## config.mk

```make
export PLATFORM = sky130hd
export DESIGN_NAME = shutter_motor_controller
export DESIGN_NICKNAME = d
export VERILOG_FILES = /design/src/design/smc_pkg.sv /design/src/design/smc_ctrl.sv /design/src/design/smc_lamp.sv /design/src/design/shutter_motor_controller.sv
export VERILOG_INCLUDE_DIRS = /design/src /design/src/design
export SDC_FILE = /design/constraint.sdc
export NUM_CORES = 1
export LEC_CHECK = 0
export BUFFER_PORTS_ARGS = -buffer_cell sky130_fd_sc_hd__clkbuf_2
export CAP_MARGIN = 20
export CORE_MARGIN = 4
export CORE_UTILIZATION = 45
export CTS_BUF_LIST = sky130_fd_sc_hd__clkbuf_4 sky130_fd_sc_hd__clkbuf_8
export CTS_CLUSTER_DIAMETER = 80
export DETAILED_ROUTE_END_ITERATION = 10
export GPL_TIMING_DRIVEN = 0
export PLACE_DENSITY = 0.74
export SLEW_MARGIN = 20
export SYNTH_ARGS = -nofsm -noshare
export SYNTH_HDL_FRONTEND = slang
export SYNTH_SLANG_ARGS = --single-unit
export TNS_END_PERCENT = 20
```

## constraint.sdc

```tcl
create_clock -name aclk -period 4.51 [get_ports aclk]
set_input_delay 0.6765 -clock aclk [delete_from_list [all_inputs] [get_ports aclk]]
set_output_delay 0.6765 -clock aclk [all_outputs]
set_load 0.05 [all_outputs]
```

## src/design/shutter_motor_controller_macros.svh

```systemverilog
// ----------------------------------------------------------------------------
// Shutter motor controller assertion macros
// Concurrent check shorthands, clocked on aclk and masked during reset.
// ----------------------------------------------------------------------------
`ifndef SHUTTER_MOTOR_CONTROLLER_MACROS_SVH
`define SHUTTER_MOTOR_CONTROLLER_MACROS_SVH

// same-cycle implication
`define SMC_ASSERT_IMP(lbl, ante, cons) \
    lbl: assert property (@(posedge aclk) disable iff (!aresetn) (ante) |-> (cons)) \
        else $error("shutter motor controller: same-cycle check failed");

// next-cycle implication
`define SMC_ASSERT_NXT(lbl, ante, cons) \
    lbl: assert property (@(posedge aclk) disable iff (!aresetn) (ante) |=> (cons)) \
        else $error("shutter motor controller: next-cycle check failed");

`endif

```

## src/design/smc_pkg.sv

```systemverilog
// ----------------------------------------------------------------------------
// smc_pkg
// Shared widths, register defaults, codes and control structs.
// ----------------------------------------------------------------------------
package smc_pkg;

    localparam int unsigned CfgW   = 16;
    localparam int unsigned ErrW   = 5;
    localparam int unsigned StateW = 2;
    localparam int unsigned StatW  = 3;

    localparam logic [CfgW-1:0] OpenTimeoutRst  = 16'd3000;
    localparam logic [CfgW-1:0] CloseTimeoutRst = 16'd3000;
    localparam logic [CfgW-1:0] MotionBlinkRst  = 16'd50;
    localparam logic [CfgW-1:0] ErrorBlinkRst   = 16'd35;

    // error flag bits
    localparam logic [ErrW-1:0] ErrCloseTimeout = 5'h01;
    localparam logic [ErrW-1:0] ErrOpenTimeout  = 5'h02;
    localparam logic [ErrW-1:0] ErrBothSensors  = 5'h10;
    localparam logic [ErrW-1:0] ErrMask = ErrCloseTimeout | ErrOpenTimeout | ErrBothSensors;

    // lamp status codes
    localparam logic [StatW-1:0] StatNone      = 3'd0;
    localparam logic [StatW-1:0] StatSteadyOn  = 3'd1;
    localparam logic [StatW-1:0] StatSteadyOff = 3'd2;
    localparam logic [StatW-1:0] StatBlinkOn   = 3'd3;
    localparam logic [StatW-1:0] StatBlinkOff  = 3'd4;

    typedef enum logic [1:0] {
        CFG_OPEN_TIMEOUT  = 2'd0,
        CFG_CLOSE_TIMEOUT = 2'd1,
        CFG_MOTION_BLINK  = 2'd2,
        CFG_ERROR_BLINK   = 2'd3
    } cfg_idx_t;

    // per-lamp view of the updated shutter state
    typedef struct packed {
        logic clear;   // any button edge this item
        logic steady;  // idle, no error
        logic slow;    // own direction moving, no error
        logic fast;    // error set
        logic sensor;  // own end sensor level
    } lamp_ctl_t;

    // updated controller outputs for the result register
    typedef struct packed {
        logic              motor_open;
        logic              motor_close;
        logic [StateW-1:0] state;
        logic [ErrW-1:0]   err;
    } ctrl_out_t;

endpackage

```

## src/design/smc_ctrl.sv

```systemverilog
// ----------------------------------------------------------------------------
// smc_ctrl
// Shutter mode machine: button edges, end sensors, timeouts and motor levels.
// ----------------------------------------------------------------------------
`include "shutter_motor_controller_macros.svh"

module smc_ctrl (
    input  logic                          aclk,
    input  logic                          aresetn,
    input  logic                          step,
    input  logic                          open_button,
    input  logic                          close_button,
    input  logic                          open_sensor,
    input  logic                          close_sensor,
    input  logic [smc_pkg::CfgW-1:0]      open_ticks,
    input  logic [smc_pkg::CfgW-1:0]      close_ticks,
    output smc_pkg::ctrl_out_t            ctrl_next,
    output smc_pkg::lamp_ctl_t            open_lamp,
    output smc_pkg::lamp_ctl_t            close_lamp
);

    typedef enum logic [1:0] {
        MODE_IDLE    = 2'd0,
        MODE_OPENING = 2'd1,
        MODE_CLOSING = 2'd2,
        MODE_ERROR   = 2'd3
    } mode_t;

    mode_t                      mode_reg, mode_next;
    logic [smc_pkg::ErrW-1:0]   err_reg, err_next;
    logic [smc_pkg::CfgW-1:0]   otc_reg, otc_next, otc_dec;
    logic [smc_pkg::CfgW-1:0]   ctc_reg, ctc_next, ctc_dec;
    logic                       prev_open_reg, prev_close_reg;
    logic                       mo_reg, mo_next;
    logic                       mc_reg, mc_next;
    logic                       ev_open, ev_close;

    always_comb begin
        ev_open  = !prev_open_reg && open_button;
        ev_close = !prev_close_reg && close_button;
        otc_dec  = (otc_reg != '0) ? otc_reg - 1'b1 : otc_reg;
        ctc_dec  = (ctc_reg != '0) ? ctc_reg - 1'b1 : ctc_reg;

        mode_next = mode_reg;
        err_next  = err_reg;
        otc_next  = otc_dec;
        ctc_next  = ctc_dec;
        mo_next   = mo_reg;
        mc_next   = mc_reg;

        unique case (mode_reg)
            MODE_IDLE: begin
                if (ev_open) begin
                    err_next  = '0;
                    mo_next   = 1'b1;
                    otc_next  = open_ticks;
                    mode_next = MODE_OPENING;
                end
                // close wins the mode, but the open motor stays on
                if (ev_close) begin
                    err_next  = '0;
                    mc_next   = 1'b1;
                    ctc_next  = close_ticks;
                    mode_next = MODE_CLOSING;
                end
                if (open_sensor && close_sensor) begin
                    err_next = err_next | smc_pkg::ErrBothSensors;
                end
            end
            MODE_OPENING: begin
                if (open_sensor || ev_close) begin
                    otc_next  = '0;
                    mo_next   = 1'b0;
                    mode_next = MODE_IDLE;
                end else if (otc_dec == '0) begin
                    err_next  = err_reg | smc_pkg::ErrOpenTimeout;
                    mode_next = MODE_ERROR;
                end
            end
            MODE_CLOSING: begin
                if (close_sensor || ev_open) begin
                    ctc_next  = '0;
                    mc_next   = 1'b0;
                    mode_next = MODE_IDLE;
                end else if (ctc_dec == '0) begin
                    err_next  = err_reg | smc_pkg::ErrCloseTimeout;
                    mode_next = MODE_ERROR;
                end
            end
            MODE_ERROR: begin
                mo_next   = 1'b0;
                mc_next   = 1'b0;
                mode_next = MODE_IDLE;
            end
            default: begin
                mode_next = MODE_IDLE;
            end
        endcase

        ctrl_next.motor_open  = mo_next;
        ctrl_next.motor_close = mc_next;
        ctrl_next.state       = mode_next;
        ctrl_next.err         = err_next;

        // lamps see the mode and flags after this item's update
        open_lamp.clear   = ev_open || ev_close;
        open_lamp.steady  = (err_next == '0) && (mode_next == MODE_IDLE);
        open_lamp.slow    = (err_next == '0) && (mode_next == MODE_OPENING);
        open_lamp.fast    = (err_next != '0);
        open_lamp.sensor  = open_sensor;

        close_lamp.clear  = ev_open || ev_close;
        close_lamp.steady = (err_next == '0) && (mode_next == MODE_IDLE);
        close_lamp.slow   = (err_next == '0) && (mode_next == MODE_CLOSING);
        close_lamp.fast   = (err_next != '0);
        close_lamp.sensor = close_sensor;
    end

    always_ff @(posedge aclk) begin
        if (!aresetn) begin
            mode_reg       <= MODE_IDLE;
            err_reg        <= '0;
            otc_reg        <= '0;
            ctc_reg        <= '0;
            prev_open_reg  <= 1'b1;
            prev_close_reg <= 1'b1;
            mo_reg         <= 1'b0;
            mc_reg         <= 1'b0;
        end else if (step) begin
            mode_reg       <= mode_next;
            err_reg        <= err_next;
            otc_reg        <= otc_next;
            ctc_reg        <= ctc_next;
            prev_open_reg  <= open_button;
            prev_close_reg <= close_button;
            mo_reg         <= mo_next;
            mc_reg         <= mc_next;
        end
    end

    // error state lasts one item, then both motors stop
    `SMC_ASSERT_NXT(a_error_one_item, step && (mode_reg == MODE_ERROR),
                    (mode_reg == MODE_IDLE) && !mo_reg && !mc_reg)
    // an error mode always carries a timeout flag
    `SMC_ASSERT_IMP(a_error_has_flag, mode_reg == MODE_ERROR,
                    (err_reg & (smc_pkg::ErrOpenTimeout | smc_pkg::ErrCloseTimeout)) != '0)

endmodule

```

## src/design/smc_lamp.sv

```systemverilog
// ----------------------------------------------------------------------------
// smc_lamp
// One indicator lamp: steady level when idle with no error, blink machine otherwise.
// ----------------------------------------------------------------------------
module smc_lamp (
    input  logic                          aclk,
    input  logic                          aresetn,
    input  logic                          step,
    input  smc_pkg::lamp_ctl_t            ctl,
    input  logic [smc_pkg::CfgW-1:0]      motion_ticks,
    input  logic [smc_pkg::CfgW-1:0]      error_ticks,
    output logic                          light_next,
    output logic [smc_pkg::StatW-1:0]     status
);

    typedef enum logic [2:0] {
        PHASE_REST      = 3'd0,
        PHASE_LIGHT     = 3'd1,
        PHASE_DARK      = 3'd2,
        PHASE_LIT_HOLD  = 3'd3,
        PHASE_DARK_HOLD = 3'd4
    } blink_t;

    typedef enum logic [1:0] {
        CMD_NONE = 2'd0,
        CMD_SLOW = 2'd1,
        CMD_FAST = 2'd2
    } cmd_t;

    blink_t                     blink_reg, blink_next;
    cmd_t                       cmd_reg, cmd_next;
    logic [smc_pkg::CfgW-1:0]   cnt_reg, cnt_next;
    logic [smc_pkg::CfgW-1:0]   per_reg, per_next;
    logic                       light_reg;

    always_comb begin
        blink_next = blink_reg;
        cmd_next   = cmd_reg;
        cnt_next   = (cnt_reg != '0) ? cnt_reg - 1'b1 : cnt_reg;
        per_next   = per_reg;
        light_next = light_reg;
        status     = smc_pkg::StatNone;

        if (ctl.clear) begin
            cnt_next   = '0;
            cmd_next   = CMD_NONE;
            blink_next = PHASE_REST;
            light_next = 1'b0;
        end

        if (ctl.steady) begin
            light_next = ctl.sensor;
            cmd_next   = CMD_NONE;
            status     = ctl.sensor ? smc_pkg::StatSteadyOn : smc_pkg::StatSteadyOff;
        end else if (ctl.slow) begin
            cmd_next = CMD_SLOW;
        end else if (ctl.fast) begin
            cmd_next = CMD_FAST;
        end

        unique case (blink_next)
            PHASE_REST: begin
                if (cmd_next != CMD_NONE) begin
                    per_next   = (cmd_next == CMD_SLOW) ? motion_ticks : error_ticks;
                    cnt_next   = per_next;
                    blink_next = PHASE_LIGHT;
                end
            end
            PHASE_LIGHT: begin
                light_next = 1'b1;
                blink_next = PHASE_LIT_HOLD;
            end
            PHASE_LIT_HOLD: begin
                status = smc_pkg::StatBlinkOn;
                if (cnt_next == '0) begin
                    cnt_next   = per_next;
                    blink_next = PHASE_DARK;
                end
            end
            PHASE_DARK: begin
                light_next = 1'b0;
                blink_next = PHASE_DARK_HOLD;
            end
            PHASE_DARK_HOLD: begin
                status = smc_pkg::StatBlinkOff;
                if (cnt_next == '0) begin
                    cnt_next   = per_next;
                    blink_next = PHASE_REST;
                end
            end
            default: begin
                blink_next = PHASE_REST;
            end
        endcase
    end

    always_ff @(posedge aclk) begin
        if (!aresetn) begin
            blink_reg <= PHASE_REST;
            cmd_reg   <= CMD_NONE;
            cnt_reg   <= '0;
            per_reg   <= '0;
            light_reg <= 1'b0;
        end else if (step) begin
            blink_reg <= blink_next;
            cmd_reg   <= cmd_next;
            cnt_reg   <= cnt_next;
            per_reg   <= per_next;
            light_reg <= light_next;
        end
    end

endmodule

```

## src/design/shutter_motor_controller.sv

```systemverilog
// ----------------------------------------------------------------------------
// shutter_motor_controller
// Roller shutter control: buttons and end sensors in, motors, lamps, status out.
// ----------------------------------------------------------------------------
// Usage:
//   s_ channel: one item per control tick, carrying the open/close button
//   levels and the open/close end sensor levels (valid/ready).
//   m_ channel: exactly one result item per input item, in order: motor
//   drives, lamp levels, shutter state, error flags and lamp status codes.
//   cfg_ port: plain write (cfg_wr_en, cfg_index, cfg_wdata), no read-back;
//   write only while no item is in flight.
//   Path: each item passes the input register, then the tick update goes
//   straight into the result register; a full, stalled result register
//   holds the item in the input register.
//   Throughput is one item per cycle while m_ready is high; the whole tick
//   update is a single pass through the mode machine and the two lamp machines.
//   Reset (aresetn low, synchronous) idles the shutter, clears errors,
//   counters and both pipeline stages, loads the default timeouts and blink
//   periods, and treats both buttons as already held.
//   When m_ready is low the result holds; the input register still takes
//   one more item, after which s_ready drops until the result is taken.
// ----------------------------------------------------------------------------
`include "shutter_motor_controller_macros.svh"

module shutter_motor_controller (
    input  logic                              aclk,
    input  logic                              aresetn,
    // configuration
    input  logic                              cfg_wr_en,
    input  logic [1:0]                        cfg_index,
    input  logic [smc_pkg::CfgW-1:0]          cfg_wdata,
    // input items
    input  logic                              s_valid,
    output logic                              s_ready,
    input  logic                              s_open_button,
    input  logic                              s_close_button,
    input  logic                              s_open_sensor,
    input  logic                              s_close_sensor,
    // result items
    output logic                              m_valid,
    input  logic                              m_ready,
    output logic                              m_motor_open,
    output logic                              m_motor_close,
    output logic                              m_light_open,
    output logic                              m_light_close,
    output logic [smc_pkg::StateW-1:0]        m_shutter_state,
    output logic [smc_pkg::ErrW-1:0]          m_error_flags,
    output logic [smc_pkg::StatW-1:0]         m_close_light_status,
    output logic [smc_pkg::StatW-1:0]         m_open_light_status
);

    // configuration registers
    logic [smc_pkg::CfgW-1:0] open_to_reg, close_to_reg, motion_blink_reg, error_blink_reg;

    // input stage
    logic in_valid_reg;
    logic ob_reg, cb_reg, os_reg, cs_reg;

    // result stage
    logic                         m_valid_reg;
    logic                         m_mo_reg, m_mc_reg, m_lo_reg, m_lc_reg;
    logic [smc_pkg::StateW-1:0]   m_state_reg;
    logic [smc_pkg::ErrW-1:0]     m_err_reg;
    logic [smc_pkg::StatW-1:0]    m_cstat_reg, m_ostat_reg;

    logic                         advance;
    smc_pkg::ctrl_out_t           ctrl_next;
    smc_pkg::lamp_ctl_t           open_lamp, close_lamp;
    logic                         light_open_next, light_close_next;
    logic [smc_pkg::StatW-1:0]    open_stat, close_stat;

    // an item leaves the input stage when the result slot is free or freeing
    assign advance = in_valid_reg && (!m_valid_reg || m_ready);
    assign s_ready = !in_valid_reg || !m_valid_reg || m_ready;

    always_ff @(posedge aclk) begin
        if (!aresetn) begin
            open_to_reg      <= smc_pkg::OpenTimeoutRst;
            close_to_reg     <= smc_pkg::CloseTimeoutRst;
            motion_blink_reg <= smc_pkg::MotionBlinkRst;
            error_blink_reg  <= smc_pkg::ErrorBlinkRst;
        end else if (cfg_wr_en) begin
            unique case (smc_pkg::cfg_idx_t'(cfg_index))
                smc_pkg::CFG_OPEN_TIMEOUT:  open_to_reg      <= cfg_wdata;
                smc_pkg::CFG_CLOSE_TIMEOUT: close_to_reg     <= cfg_wdata;
                smc_pkg::CFG_MOTION_BLINK:  motion_blink_reg <= cfg_wdata;
                smc_pkg::CFG_ERROR_BLINK:   error_blink_reg  <= cfg_wdata;
                default: ;
            endcase
        end
    end

    // input register
    always_ff @(posedge aclk) begin
        if (!aresetn) begin
            in_valid_reg <= 1'b0;
        end else if (s_ready) begin
            in_valid_reg <= s_valid;
        end
    end

    always_ff @(posedge aclk) begin
        if (s_valid && s_ready) begin
            ob_reg <= s_open_button;
            cb_reg <= s_close_button;
            os_reg <= s_open_sensor;
            cs_reg <= s_close_sensor;
        end
    end

    smc_ctrl u_ctrl (
        .aclk         (aclk),
        .aresetn      (aresetn),
        .step         (advance),
        .open_button  (ob_reg),
        .close_button (cb_reg),
        .open_sensor  (os_reg),
        .close_sensor (cs_reg),
        .open_ticks   (open_to_reg),
        .close_ticks  (close_to_reg),
        .ctrl_next    (ctrl_next),
        .open_lamp    (open_lamp),
        .close_lamp   (close_lamp)
    );

    // close and open lamps update together on each step; they share no state
    smc_lamp u_close_lamp (
        .aclk         (aclk),
        .aresetn      (aresetn),
        .step         (advance),
        .ctl          (close_lamp),
        .motion_ticks (motion_blink_reg),
        .error_ticks  (error_blink_reg),
        .light_next   (light_close_next),
        .status       (close_stat)
    );

    smc_lamp u_open_lamp (
        .aclk         (aclk),
        .aresetn      (aresetn),
        .step         (advance),
        .ctl          (open_lamp),
        .motion_ticks (motion_blink_reg),
        .error_ticks  (error_blink_reg),
        .light_next   (light_open_next),
        .status       (open_stat)
    );

    // result register
    always_ff @(posedge aclk) begin
        if (!aresetn) begin
            m_valid_reg <= 1'b0;
        end else if (advance) begin
            m_valid_reg <= 1'b1;
        end else if (m_ready) begin
            m_valid_reg <= 1'b0;
        end
    end

    always_ff @(posedge aclk) begin
        if (advance) begin
            m_mo_reg    <= ctrl_next.motor_open;
            m_mc_reg    <= ctrl_next.motor_close;
            m_lo_reg    <= light_open_next;
            m_lc_reg    <= light_close_next;
            m_state_reg <= ctrl_next.state;
            m_err_reg   <= ctrl_next.err;
            m_cstat_reg <= close_stat;
            m_ostat_reg <= open_stat;
        end
    end

    assign m_valid              = m_valid_reg;
    assign m_motor_open         = m_mo_reg;
    assign m_motor_close        = m_mc_reg;
    assign m_light_open         = m_lo_reg;
    assign m_light_close        = m_lc_reg;
    assign m_shutter_state      = m_state_reg;
    assign m_error_flags        = m_err_reg;
    assign m_close_light_status = m_cstat_reg;
    assign m_open_light_status  = m_ostat_reg;

    // input stage only blocks behind a stalled, full result stage
    `SMC_ASSERT_IMP(a_stall_cause, in_valid_reg && !s_ready, m_valid_reg && !m_ready)
    // an item leaving the input stage always lands in the result stage
    `SMC_ASSERT_NXT(a_advance_fills, advance, m_valid_reg)
    // only the defined flag bits can ever be set
    `SMC_ASSERT_IMP(a_err_bits, m_valid_reg, (m_error_flags & ~smc_pkg::ErrMask) == '0)

endmodule

```

## Word level (Yosys, flattened, before mapping)

Index checks and enable logic that the tools add are counted.

| word-level totals | value |
|---|---|
| bits in registers | 206 |
| word-level logic and storage cells | 175 |
| output and inout bits | 19 |

| operators by class | value |
|---|---|
| eq/ne operators | 18 |
| reductions and logical operators | 44 |
| mux-type cells | 73 |
| add/subtract/negate cells | 4 |

Operator list:

| kind | number |
|---|---|
| $mux W16 | 16 |
| $pmux W16 S2 | 4 |
| $logic_not A16 Y1 | 4 |
| $reduce_bool A16 Y1 | 4 |
| $sub A16 B1 Y16 const B | 4 |
| $mux W2 | 18 |
| $mux W3 | 10 |
| $pmux W3 S5 | 2 |
| $mux W5 | 3 |
| $pmux W5 S3 | 1 |
| $eq A3 B2 Y1 const B | 4 |
| $mux W1 | 12 |
| $pmux W3 S2 | 2 |
| $eq A2 B1 Y1 const B | 5 |
| $eq A2 B2 Y1 const B | 5 |
| $logic_and A1 B1 Y1 | 8 |
| $pmux W2 S4 | 1 |
| $reduce_and A2 Y1 | 4 |
| $eq A3 B1 Y1 const B | 2 |
| $eq A3 B3 Y1 const B | 2 |
| $logic_not A2 Y1 | 3 |
| $logic_not A3 Y1 | 2 |
| $logic_or A1 B1 Y1 | 6 |
| $pmux W1 S3 | 2 |
| 7 further kinds | 15 |

## Longest topological paths before layout

Gate-level depths: netlist of the first run.

| logic depth | value |
|---|---|
| depth after elaboration | 14 |
| gate-level depth with buffers | 16 |

## By module

Synthesis of the first run repeated with hierarchy kept, for this count alone.

| second synthesis, totals | value |
|---|---|
| cell total of the unflattened synthesis | 1423 |
| area, all modules | 11946.5 um^2 |

By module, submodules not included:

| module | sequential area each (um^2) | cells each | area an instance (um^2) | instances |
|---|---|---|---|---|
| smc_ctrl | 860.8 | 499 | 3622.2 | 1 |
| shutter_motor_controller | 1951.9 | 268 | 3159.3 | 1 |
| smc_lamp (u_close_lamp) | 760.7 | 339 | 2693.8 | 1 |
| smc_lamp (u_open_lamp) | 760.7 | 317 | 2471.1 | 1 |

## Worst setup path before layout of the first run

Ideal clock, no wire load.

| timing | value |
|---|---|
| path type | register -> register |
| from | register u_ctrl.otc_reg[0] (netlist name) |
| to | register u_open_lamp.cnt_reg[14] (netlist name) |
| slack | 0.282 ns |
| data arrival time | 4.110 ns |
| setup time | 0.117 ns |
| period minus slack after synthesis | 4.228 ns |
| required time | 4.393 ns |
| cell stages (with the launch flop) | 15 |
| cell sequence | dfxtp_1 -> clkbuf_1 -> inv_1 -> ha_1 -> or4b_4 -> nor4_1 -> mux2i_1 -> nand2_1 -> or4_1 -> buf_2 -> a2111o_1 -> a21oi_4 -> mux2_2 -> a221o_1 -> a32o_1 |

| on the way | value |
|---|---|
| cells in the longest elaborated chain, start to end | 14 |
| elaborated cells on any way between the ends | 24 |

RTL lines:

| what | RTL line | source |
|---|---|---|
| start: declaration | smc_ctrl.sv:31 | `logic [smc_pkg::CfgW-1:0] otc_reg, otc_next, otc_dec;` |
| start signal: assignment | smc_ctrl.sv:132 | `otc_reg <= otc_next;` |
| $sub A16 B1 Y16 / $reduce_bool A16 Y1 (equally long branches) | smc_ctrl.sv:41 | `otc_dec = (otc_reg != '0) ? otc_reg - 1'b1 : otc_reg;` |
| $mux W16 * | smc_ctrl.sv:41 |  |
| $logic_not A16 Y1 * | smc_ctrl.sv:75 | `end else if (otc_dec == '0) begin` |
| $mux W2 | smc_ctrl.sv:75 |  |
| $mux W2 | smc_ctrl.sv:71 | `if (open_sensor \|\| ev_close) begin` |
| $pmux W5 S3 / $pmux W2 S4 (equally long branches) | smc_ctrl.sv:51 | `unique case (mode_reg)` |
| $reduce_bool A5 Y1 (tied with other cells) | smc_ctrl.sv:109 | `open_lamp.fast = (err_next != '0);` |
| $mux W2 / $logic_and A1 B1 Y1 (equally long branches) | smc_lamp.sv:57, smc_ctrl.sv:108 |  |
| $mux W2 | smc_lamp.sv:55 | `end else if (ctl.slow) begin` |
| $mux W2 * | smc_lamp.sv:51 | `if (ctl.steady) begin` |
| $eq A2 B1 Y1 | smc_lamp.sv:64 | `per_next = (cmd_next == CMD_SLOW) ? motion_ticks : error_ticks;` |
| $mux W16 | smc_lamp.sv:64 |  |
| $mux W16 * | smc_lamp.sv:63 | `if (cmd_next != CMD_NONE) begin` |
| $pmux W16 S2 * | smc_lamp.sv:61 | `unique case (blink_next)` |
| end signal: assignment | smc_lamp.sv:107 | `cnt_reg <= cnt_next;` |
| end: declaration | smc_lamp.sv:32 | `logic [smc_pkg::CfgW-1:0] cnt_reg, cnt_next;` |

Mark *: on every way between the ends. The rest lies on a longest branch, timed or not.
A chain may end at the register's enable or synchronous reset.

## Worst setup path after layout of the first run

Ends and elaborated chain as after synthesis.

==> tab_implementation.tex, run 1 <==
\begin{tabular}{lr}
\hline
Metric & Value \\
\hline
\multicolumn{2}{l}{\textbf{Power and ir drop}} \\
Part of the total power dissipated in the clock network & 34.0\% \\
Fraction of power consumed by combinational cells & 27.3\% \\
Internal & between 0.003 and 0.004 W \\
Standby leakage power & 4.973 nW \\
Worst supply voltage drop on vdd & 0.2101 mV \\
Reported net switching power & around 0.0019 W \\
Total power per unit cell area & 415.3 nW/µm² \\
Share of power burned in registers & 38.7\% \\
Sw frac & between 30\% and 40\% \\
\multicolumn{2}{l}{\textbf{Min path}} \\
Hold Path Class & in -> reg \\
\multicolumn{2}{l}{\textbf{Detailed routing}} \\
DRT iter0 DRCs & 1671 \\
Total via count after detailed routing & 11.95k \\
Total Routed Length & 40390 µm \\
Routed via count divided by cell count & 6.394 \\
WL/cell & about 22 µm \\
Remaining design rule violation count & 0 \\
Drt pass-1 iters & 8 \\
Antenna-violating nets left & 0 \\
\multicolumn{2}{l}{\textbf{Final layout}} \\
Antenna cells & 0 \\
Commonest cells after routing, fill and taps aside & 238 x sky130\_fd\_sc\_hd\_\_nand2\_1, 183 x sky130\_fd\_sc\_hd\_\_dfxtp\_1, 134 x sky130\_fd\_sc\_hd\_\_nor2\_1 \\
Fill cell instance count of the final layout & 2283 \\
Number of nets in the final layout & 1552 \\
Most frequent standard cell in the layout excluding fill and tap cells & sky130\_fd\_sc\_hd\_\_nand2\_1 \\
Fraction of final layout cells sized beyond drive strength 1 & 13.27\% \\
Synthesis-to-finish area growth & 14.97\% \\
\multicolumn{2}{l}{\textbf{Logic synthesis}} \\
Mapped Cells & 1425 \\
Distinct cell type count after synthesis & 84 \\
Share of flip-flops with an asynchronous set or reset & 0\% \\
Synthesized cell area & 11250 µm² \\
Yosys warning count & 0 \\
Library cell occupying the most area in the post-synthesis netlist & sky130\_fd\_sc\_hd\_\_dfxtp\_1 \\
Top cell type's share of synthesized area & 32.91\% \\
\#FFs+latches synth & 206 \\
Synth Area per Inst & 7.896 µm² \\
Number of flops mapped to enable cells by yosys & 21 \\
Most used flip-flop cell after synthesis & sky130\_fd\_sc\_hd\_\_dfxtp\_1 \\
Main area contributors after synthesis & sky130\_fd\_sc\_hd\_\_dfxtp\_1 33\%, sky130\_fd\_sc\_hd\_\_nand2\_1 7.9\%, sky130\_fd\_sc\_hd\_\_edfxtp\_1 5.6\%, sky130\_fd\_sc\_hd\_\_a21oi\_1 5.3\%, sky130\_fd\_sc\_hd\_\_nor2\_1 4.5\% \\
Post-synthesis sequential area ratio & 38.52\% \\
Net count after synthesis & 1459 \\
\multicolumn{2}{l}{\textbf{Timing}} \\
Fmax & roughly 220 MHz \\
Hold Vio Cnt, Final & 0 \\
Post-layout min period & 4.465 ns \\
Number of max-slew violations in the final report & 0 \\
Slew @ Worst Pin & 1.014 ns \\
Post-Route Skew & 0.02626 ns \\
RSZ-0062 raised after global routing & yes \\
Post-route worst setup slack & 0.04535 ns \\
Sum of negative setup slack & 0 ns \\
Setup violations, final & 0 \\
Worst relative slew slack & 32.40\% \\
Tcrit/Tclk final & 98.99\% \\
Hold WS & 0.3181 ns \\
\multicolumn{2}{l}{\textbf{Clocking}} \\
TritonCTS clock tree & yes \\
Total clock buffers created by CTS & 37 \\
Number of H-tree levels & 2 \\
CTS Root Cell & sky130\_fd\_sc\_hd\_\_clkbuf\_8 \\
Clock sink count & between 200 and 250 \\
Clock transition at the registers of the reported paths & 0.06 ns \\
Clk\_lat worst skew & 0.56 ns \\
Max Root-Sink Buffers & 3 \\
\multicolumn{2}{l}{\textbf{Floorplan}} \\
Vert. Die Dim & approximately 170 µm \\
Number of rows in the core area & 57 \\
Area of the core & 24460 µm² \\
Die span in x & 166.1 µm \\
Die outline area & 27600 µm² \\
Io pins & 46 \\
Starting density of the core & 46.00\% \\
\multicolumn{2}{l}{\textbf{Critical path}} \\
Crit path required time & 4.96 ns \\
CP Class & reg -> reg \\
Critical Path Source Type & flop \\
CP Cell Sequence & inv\_2 -> ha\_2 -> or4b\_4 -> nor4\_2 -> mux2i\_1 -> nand2\_1 -> or4\_4 -> clkbuf\_4 -> a2111o\_1 -> a21oi\_4 -> buf\_12 -> mux2\_2 -> a221o\_1 -> a32o\_1 \\
Critical path peak fanout & 11 \\
Longest individual stage delay on the worst path & 0.55 ns \\
Cell with the biggest individual delay on the critical path & sky130\_fd\_sc\_hd\_\_or4b\_4 \\
Buffer and inverter count on the worst path & 3 \\
Crit end category & flop \\
Data arrival time of the critical path & 4.92 ns \\
Kind of cell adding the most delay to the critical path & simple AND/OR/NAND/NOR gates \\
\multicolumn{2}{l}{\textbf{Placed design}} \\
Weighted congestion at the end of routability-driven global placement & 0.9606 \\
Port Buffer Count & 43 \\
Post-place setup slack & -0.7471 ns \\
HPWL reported at the end of detailed placement & 28970 µm \\
\multicolumn{2}{l}{\textbf{Global routing}} \\
Via count of the first global-routing pass & around 11k \\
First-pass GRT wire length & slightly above 60000 µm \\
Total overflow reported by the global router & 0 \\
Aggregate global-route resource usage & around 28\% \\
Pin count of the biggest net entering global routing & 27 \\
Initial antenna violation count & 0 \\
\multicolumn{2}{l}{\textbf{Job}} \\
Max capacitance violation total & 0 \\
\multicolumn{2}{l}{\textbf{Outcome}} \\
Run status & finished clean \\
\hline
\end{tabular}
==> through the flow <==
stage / instance area [µm²] / cells / power (W) / utilization (%)
floorplan: 11250 / 1425 / 0.003067 / -
global placement: 11870 / 1792 / 0.003437 / 48.53
detailed placement: 11870 / 1792 / 0.003455 / 48.54
CTS: 12800 / 1867 / 0.005301 / 52.31
global route: 12940 / 1869 / 0.005594 / 52.88
finish: 12940 / 1869 / 0.005372 / 52.88
==> worst paths after layout <==
check | from | endpoint | slack [ns] | cells past startpoint
hold reg to reg | u_close_lamp.cmd_reg[0] | u_close_lamp.cmd_reg[0] | 0.45 | 2
setup reg to reg | u_ctrl.otc_reg[0] | u_open_lamp.cnt_reg[14] | 0.05 | 14
setup / recovery | u_ctrl.otc_reg[0] | u_open_lamp.cnt_reg[14] | 0.05 | 14
hold / removal | s_open_button | ob_reg | 0.32 | 1
==> cell usage after synthesis, types with 12 or more instances <==
| cell type | count |
|---|---|
| sky130_fd_sc_hd__nand2_1 | 238 |
| sky130_fd_sc_hd__dfxtp_1 | 185 |
| sky130_fd_sc_hd__nor2_1 | 134 |
| sky130_fd_sc_hd__a21oi_1 | 119 |
| sky130_fd_sc_hd__o21ai_0 | 87 |
| sky130_fd_sc_hd__clkbuf_1 | 78 |
| sky130_fd_sc_hd__nor3_1 | 48 |
| sky130_fd_sc_hd__nand3_1 | 43 |
| sky130_fd_sc_hd__mux2i_1 | 35 |
| sky130_fd_sc_hd__edfxtp_1 | 21 |
| sky130_fd_sc_hd__inv_1 | 21 |
| sky130_fd_sc_hd__a211oi_1 | 20 |
| sky130_fd_sc_hd__a221oi_1 | 20 |
| sky130_fd_sc_hd__nand2b_1 | 20 |
| sky130_fd_sc_hd__o2bb2ai_1 | 20 |
| sky130_fd_sc_hd__nand4_1 | 17 |
| sky130_fd_sc_hd__nor4_1 | 17 |
| sky130_fd_sc_hd__o31ai_1 | 16 |
| sky130_fd_sc_hd__or3_1 | 16 |
| sky130_fd_sc_hd__nor2b_1 | 14 |
| sky130_fd_sc_hd__or4_1 | 13 |
| sky130_fd_sc_hd__and3_1 | 12 |
| sky130_fd_sc_hd__o211ai_1 | 12 |
| sky130_fd_sc_hd__xor2_1 | 12 |
==> final cells by class <==
class                   count  area (µm²)  share of cell area (%)
flip-flops and latches    206        4337                   33.52
clock buffers              58       723.2                   5.590
inverters                  21       78.83                  0.6093
repair buffers             56       325.3                   2.515
multi-input cells        1102        6611                   51.11
well taps                 324       405.4                   3.134
plain buffers              94       407.9                   3.153
clock inverters             8       47.55                  0.3675
==> per-layer routing <==
layer	track usage (%)	share of wire [%]
met2	41.37	43
met3	7.236	13
met4	10.72	3.7
met1	38.63	41
met5	0	0
==> cell families after synthesis <==
group | count (synthesis) | synth area share (%)
buffers and inverters | 117 | 4.303
muxes | 38 | 3.414
DFF | 206 | 38.52
AOI/OAI and AO/OA | 403 | 23.97
adders and majority gates | 7 | 0.7783
and+or+nand+nor | 634 | 27.45
xor gates and xnor gates | 20 | 1.557
==> power groups by stage <==
stage               Sequential, W  Combinational [W]  Clock [W]
floorplan                 0.00210           0.000967          0
global placement          0.00210            0.00134          0
detailed placement        0.00210            0.00135          0
CTS                       0.00207            0.00140    0.00183
global route              0.00209            0.00158    0.00192
finish                    0.00208            0.00147    0.00183
==> what timing repair did <==
item / 4_1_cts / 5_1_grt
hold buffers: 0 / 0
endpoints found under the setup margin: 61 / 51
pin swaps: 2 / 3
setup buffers: 11 / 2
gates resized for setup: 15 / 27
Note: power is estimated with default switching activity, not from simulation.
==> inputs of run 2 (changes only) <==
Settings changed: CELL_PAD_IN_SITES_DETAIL_PLACEMENT set to 1, CELL_PAD_IN_SITES_GLOBAL_PLACEMENT set to 2, CORE_UTILIZATION 45 to 35, PLACE_DENSITY 0.74 to 0.88.
==> run 2 against run 1 <==
Register-to-register slack better by 0.02 ns. Non-clock buffer count is the same. Highest routed layer unchanged. Maximum frequency up 0.51%. Combinational power is essentially flat. Sequential share of layout area down 0.51 points. Count of clock-buffer cells in the layout grew 3. Clock skew is 0.0028 ns lower. Global-route usage is 2.7 points lower. Sequential cell count did not move. Sequential power about the same.
==> tab_implementation.tex, run 2 (synthesized netlist as in run 1, its figures left out) <==
\begin{tabular}{lr}
\hline
Metric & Value \\
\hline
\multicolumn{2}{l}{\textbf{Clocking}} \\
Total clock buffers created by CTS & 40 (was 37) \\
Clock transition at the registers of the reported paths & 0.06 ns (about the same) \\
CTS Root Cell & sky130\_fd\_sc\_hd\_\_clkbuf\_8 (unchanged) \\
Number of H-tree levels & 2 (unchanged) \\
Max Root-Sink Buffers & 3 (unchanged) \\
Clk\_lat worst skew & 0.57 ns (was 0.56 ns) \\
TritonCTS clock tree & yes (unchanged) \\
Clock sink count & 206 (unchanged) \\
Hold buffer count at CTS & 0 (unchanged) \\
\multicolumn{2}{l}{\textbf{Final layout}} \\
Most frequent standard cell in the layout excluding fill and tap cells & sky130\_fd\_sc\_hd\_\_nand2\_1 (unchanged) \\
Number of nets in the final layout & 1555 (was 1552) \\
Antenna cells & 0 (unchanged) \\
Commonest cells after routing, fill and taps aside & 238 x sky130\_fd\_sc\_hd\_\_nand2\_1, 183 x sky130\_fd\_sc\_hd\_\_dfxtp\_1, 133 x sky130\_fd\_sc\_hd\_\_nor2\_1 (was 238 x sky130\_fd\_sc\_hd\_\_nand2\_1, 183 x sky130\_fd\_sc\_hd\_\_dfxtp\_1, 134 x sky130\_fd\_sc\_hd\_\_nor2\_1) \\
Synthesis-to-finish area growth & 16.75\% (was 14.97\%) \\
Fraction of final layout cells sized beyond drive strength 1 & 13.65\% (was 13.27\%) \\
Post-route cell area & 13140 µm² (was 12940 µm²) \\
\multicolumn{2}{l}{\textbf{Critical path}} \\
Crit end category & flop (unchanged) \\
Start of the worst register-to-register path & ob\_reg (was u\_ctrl.otc\_reg[0]) \\
End of the worst register-to-register path & u\_close\_lamp.cnt\_reg[1] (was u\_open\_lamp.cnt\_reg[14]) \\
Crit path required time & 4.95 ns (was 4.96 ns) \\
Data arrival time of the critical path & 4.88 ns (was 4.92 ns) \\
R2R cell count & 12 (was 14) \\
Critical path peak fanout & 10 (was 11) \\
Critical Path Source Type & flop (unchanged) \\
Start point of the critical path & ob\_reg (was u\_ctrl.otc\_reg[0]) \\
Worst setup slack for register-to-register paths & 0.07 ns (was 0.05 ns) \\
CP Class & reg -> reg (unchanged) \\
\multicolumn{2}{l}{\textbf{Timing}} \\
Worst relative slew slack & 33.94\% (was 32.40\%) \\
Hold WS & 0.3118 ns (was 0.3181 ns) \\
Post-Route Skew & 0.02342 ns (was 0.02626 ns) \\
Number of max-slew violations in the final report & 0 (unchanged) \\
Post-layout min period & 4.442 ns (was 4.465 ns) \\
Fmax & 225.1 MHz (was 224.0 MHz) \\
Slew @ Worst Pin & 0.9873 ns (was 1.014 ns) \\
Post-route worst setup slack & 0.06815 ns (was 0.04535 ns) \\
Setup violations, final & 0 (unchanged) \\
Hold Vio Cnt, Final & 0 (unchanged) \\
Tcrit/Tclk final & 98.49\% (was 98.99\%) \\
\multicolumn{2}{l}{\textbf{Detailed routing}} \\
Antenna-violating nets left & 0 (unchanged) \\
Total via count after detailed routing & 11.79k (was 11.95k) \\
DRT iter0 DRCs & 1021 (was 1671) \\
Routed via count divided by cell count & 6.030 (was 6.394) \\
Remaining design rule violation count & 0 (unchanged) \\
WL/cell & 23.18 µm (was 21.61 µm) \\
Drt pass-1 iters & 8 (unchanged) \\
Total Routed Length & 45320 µm (was 40390 µm) \\
\multicolumn{2}{l}{\textbf{Placed design}} \\
Weighted congestion at the end of routability-driven global placement & 0.9116 (was 0.9606) \\
HPWL reported at the end of detailed placement & 33320 µm (was 28970 µm) \\
Port Buffer Count & 43 (unchanged) \\
Cell area after placement & 11970 µm² (was 11870 µm²) \\
Post-place setup slack & -0.6745 ns (was -0.7471 ns) \\
\multicolumn{2}{l}{\textbf{Global routing}} \\
Total overflow reported by the global router & 0 (unchanged) \\
Via count of the first global-routing pass & 11.82k (was 10.99k) \\
Pin count of the biggest net entering global routing & 27 (unchanged) \\
Initial antenna violation count & 0 (unchanged) \\
Aggregate global-route resource usage & 25.09\% (was 27.77\%) \\
First-pass GRT wire length & 70730 µm (was 61980 µm) \\
\multicolumn{2}{l}{\textbf{Min path}} \\
Source of the worst hold timing path & s\_close\_sensor (was s\_open\_button) \\
Worst hold path depth & 1 (unchanged) \\
Worst Hold Endpoint & cs\_reg (was ob\_reg) \\
Hold Path Class & in -> reg (unchanged) \\
\multicolumn{2}{l}{\textbf{Floorplan}} \\
Starting density of the core & 35.57\% (was 46.00\%) \\
Number of rows in the core area & 65 (was 57) \\
Vert. Die Dim & 187.3 µm (was 166.1 µm) \\
Io pins & 46 (unchanged) \\
Die span in x & 187.3 µm (was 166.1 µm) \\
Die outline area & 35080 µm² (was 27600 µm²) \\
Area of the core & 31640 µm² (was 24460 µm²) \\
\multicolumn{2}{l}{\textbf{Power and ir drop}} \\
Standby leakage power & 4.996 nW (was 4.973 nW) \\
Worst supply voltage drop on vdd & 0.2154 mV (was 0.2101 mV) \\
Total power per unit cell area & 424.2 nW/µm² (was 415.3 nW/µm²) \\
\multicolumn{2}{l}{\textbf{Job}} \\
Max capacitance violation total & 0 (unchanged) \\
\multicolumn{2}{l}{\textbf{Outcome}} \\
Run status & finished clean (unchanged) \\
\hline
\end{tabular}
run 2: metrics by stage:
step | TNS (ns) | power (W) | instances | util, %
floorplan | 0 | 0.003067 | 1425 | -
global placement | -21.18 | 0.003473 | 1870 | 37.84
detailed placement | -17.31 | 0.003503 | 1870 | 37.84
CTS | 0 | 0.005542 | 1951 | 41.12
global route | -0.04345 | 0.005844 | 1955 | 41.52
finish | 0 | 0.005573 | 1955 | 41.52
run 2: power by group:
| group | switching (W) | leakage (nW) | total [W] | internal, W |
|---|---|---|---|---|
| clock network | 0.000866 | 0.456 | 0.00199 | 0.00113 |
| logic | 0.000962 | 2.83 | 0.00149 | 0.000527 |
| registers | 0.000130 | 1.71 | 0.00209 | 0.00196 |
| total | 0.00196 | 5.00 | 0.00557 | 0.00361 |
run 2: repair_timing:
item / in CTS / in global routing
endpoints found under the setup margin: 64 / 55
endpoints found under the hold margin: 0 / 0
setup buffers: 9 / 4
gates resized for setup: 22 / 26
pin swaps: 2 / 3
run 2: critical path, stage by stage (launching register included):
cell and delay, ns:
sky130_fd_sc_hd__edfxtp_1 0.50, sky130_fd_sc_hd__nor2b_1 0.29, sky130_fd_sc_hd__or4b_2 0.70, sky130_fd_sc_hd__a2111oi_0 0.48
sky130_fd_sc_hd__o2111ai_1 0.23, sky130_fd_sc_hd__or4_1 0.45, sky130_fd_sc_hd__buf_2 0.20, sky130_fd_sc_hd__and3_1 0.15
sky130_fd_sc_hd__clkbuf_1 0.22, sky130_fd_sc_hd__a21oi_4 0.40, sky130_fd_sc_hd__buf_4 0.27, sky130_fd_sc_hd__a221oi_1 0.11
sky130_fd_sc_hd__a221oi_1 0.33
run 2: how the worst max path moves through the flow:
stage                     slack (ns)                       to  cells after the start
after floorplan                 0.28  u_open_lamp.cnt_reg[14]                     14
after global placement         -0.75  u_open_lamp.cnt_reg[13]                     15
after detailed placement       -0.67  u_open_lamp.cnt_reg[13]                     15
after CTS                     0.0005  u_close_lamp.cnt_reg[1]                     12
after global routing           -0.02  u_close_lamp.cnt_reg[1]                     14
final                           0.07  u_close_lamp.cnt_reg[1]                     12
run 2: routing by layer:
metal / up-vias / wire length [µm] / global-route usage, %
li1: 5410 / - / -
met1: 5861 / 21000 / 35.95
met2: 425 / 19920 / 38.71
met3: 93 / 3070 / 4.349
met4: 0 / 1323 / 7.509
met5: - / 0 / 0
run 2: area by class of cell:
type,count,area [µm²]
clock inverter,13,95.09
buffer,94,412.9
sequential,206,4337
multi-input combinational,1102,6633
timing repair buffer,56,325.3
clock buffer,61,752.0
fill,3874,18500
inverter,21,78.83
tap,402,503.0
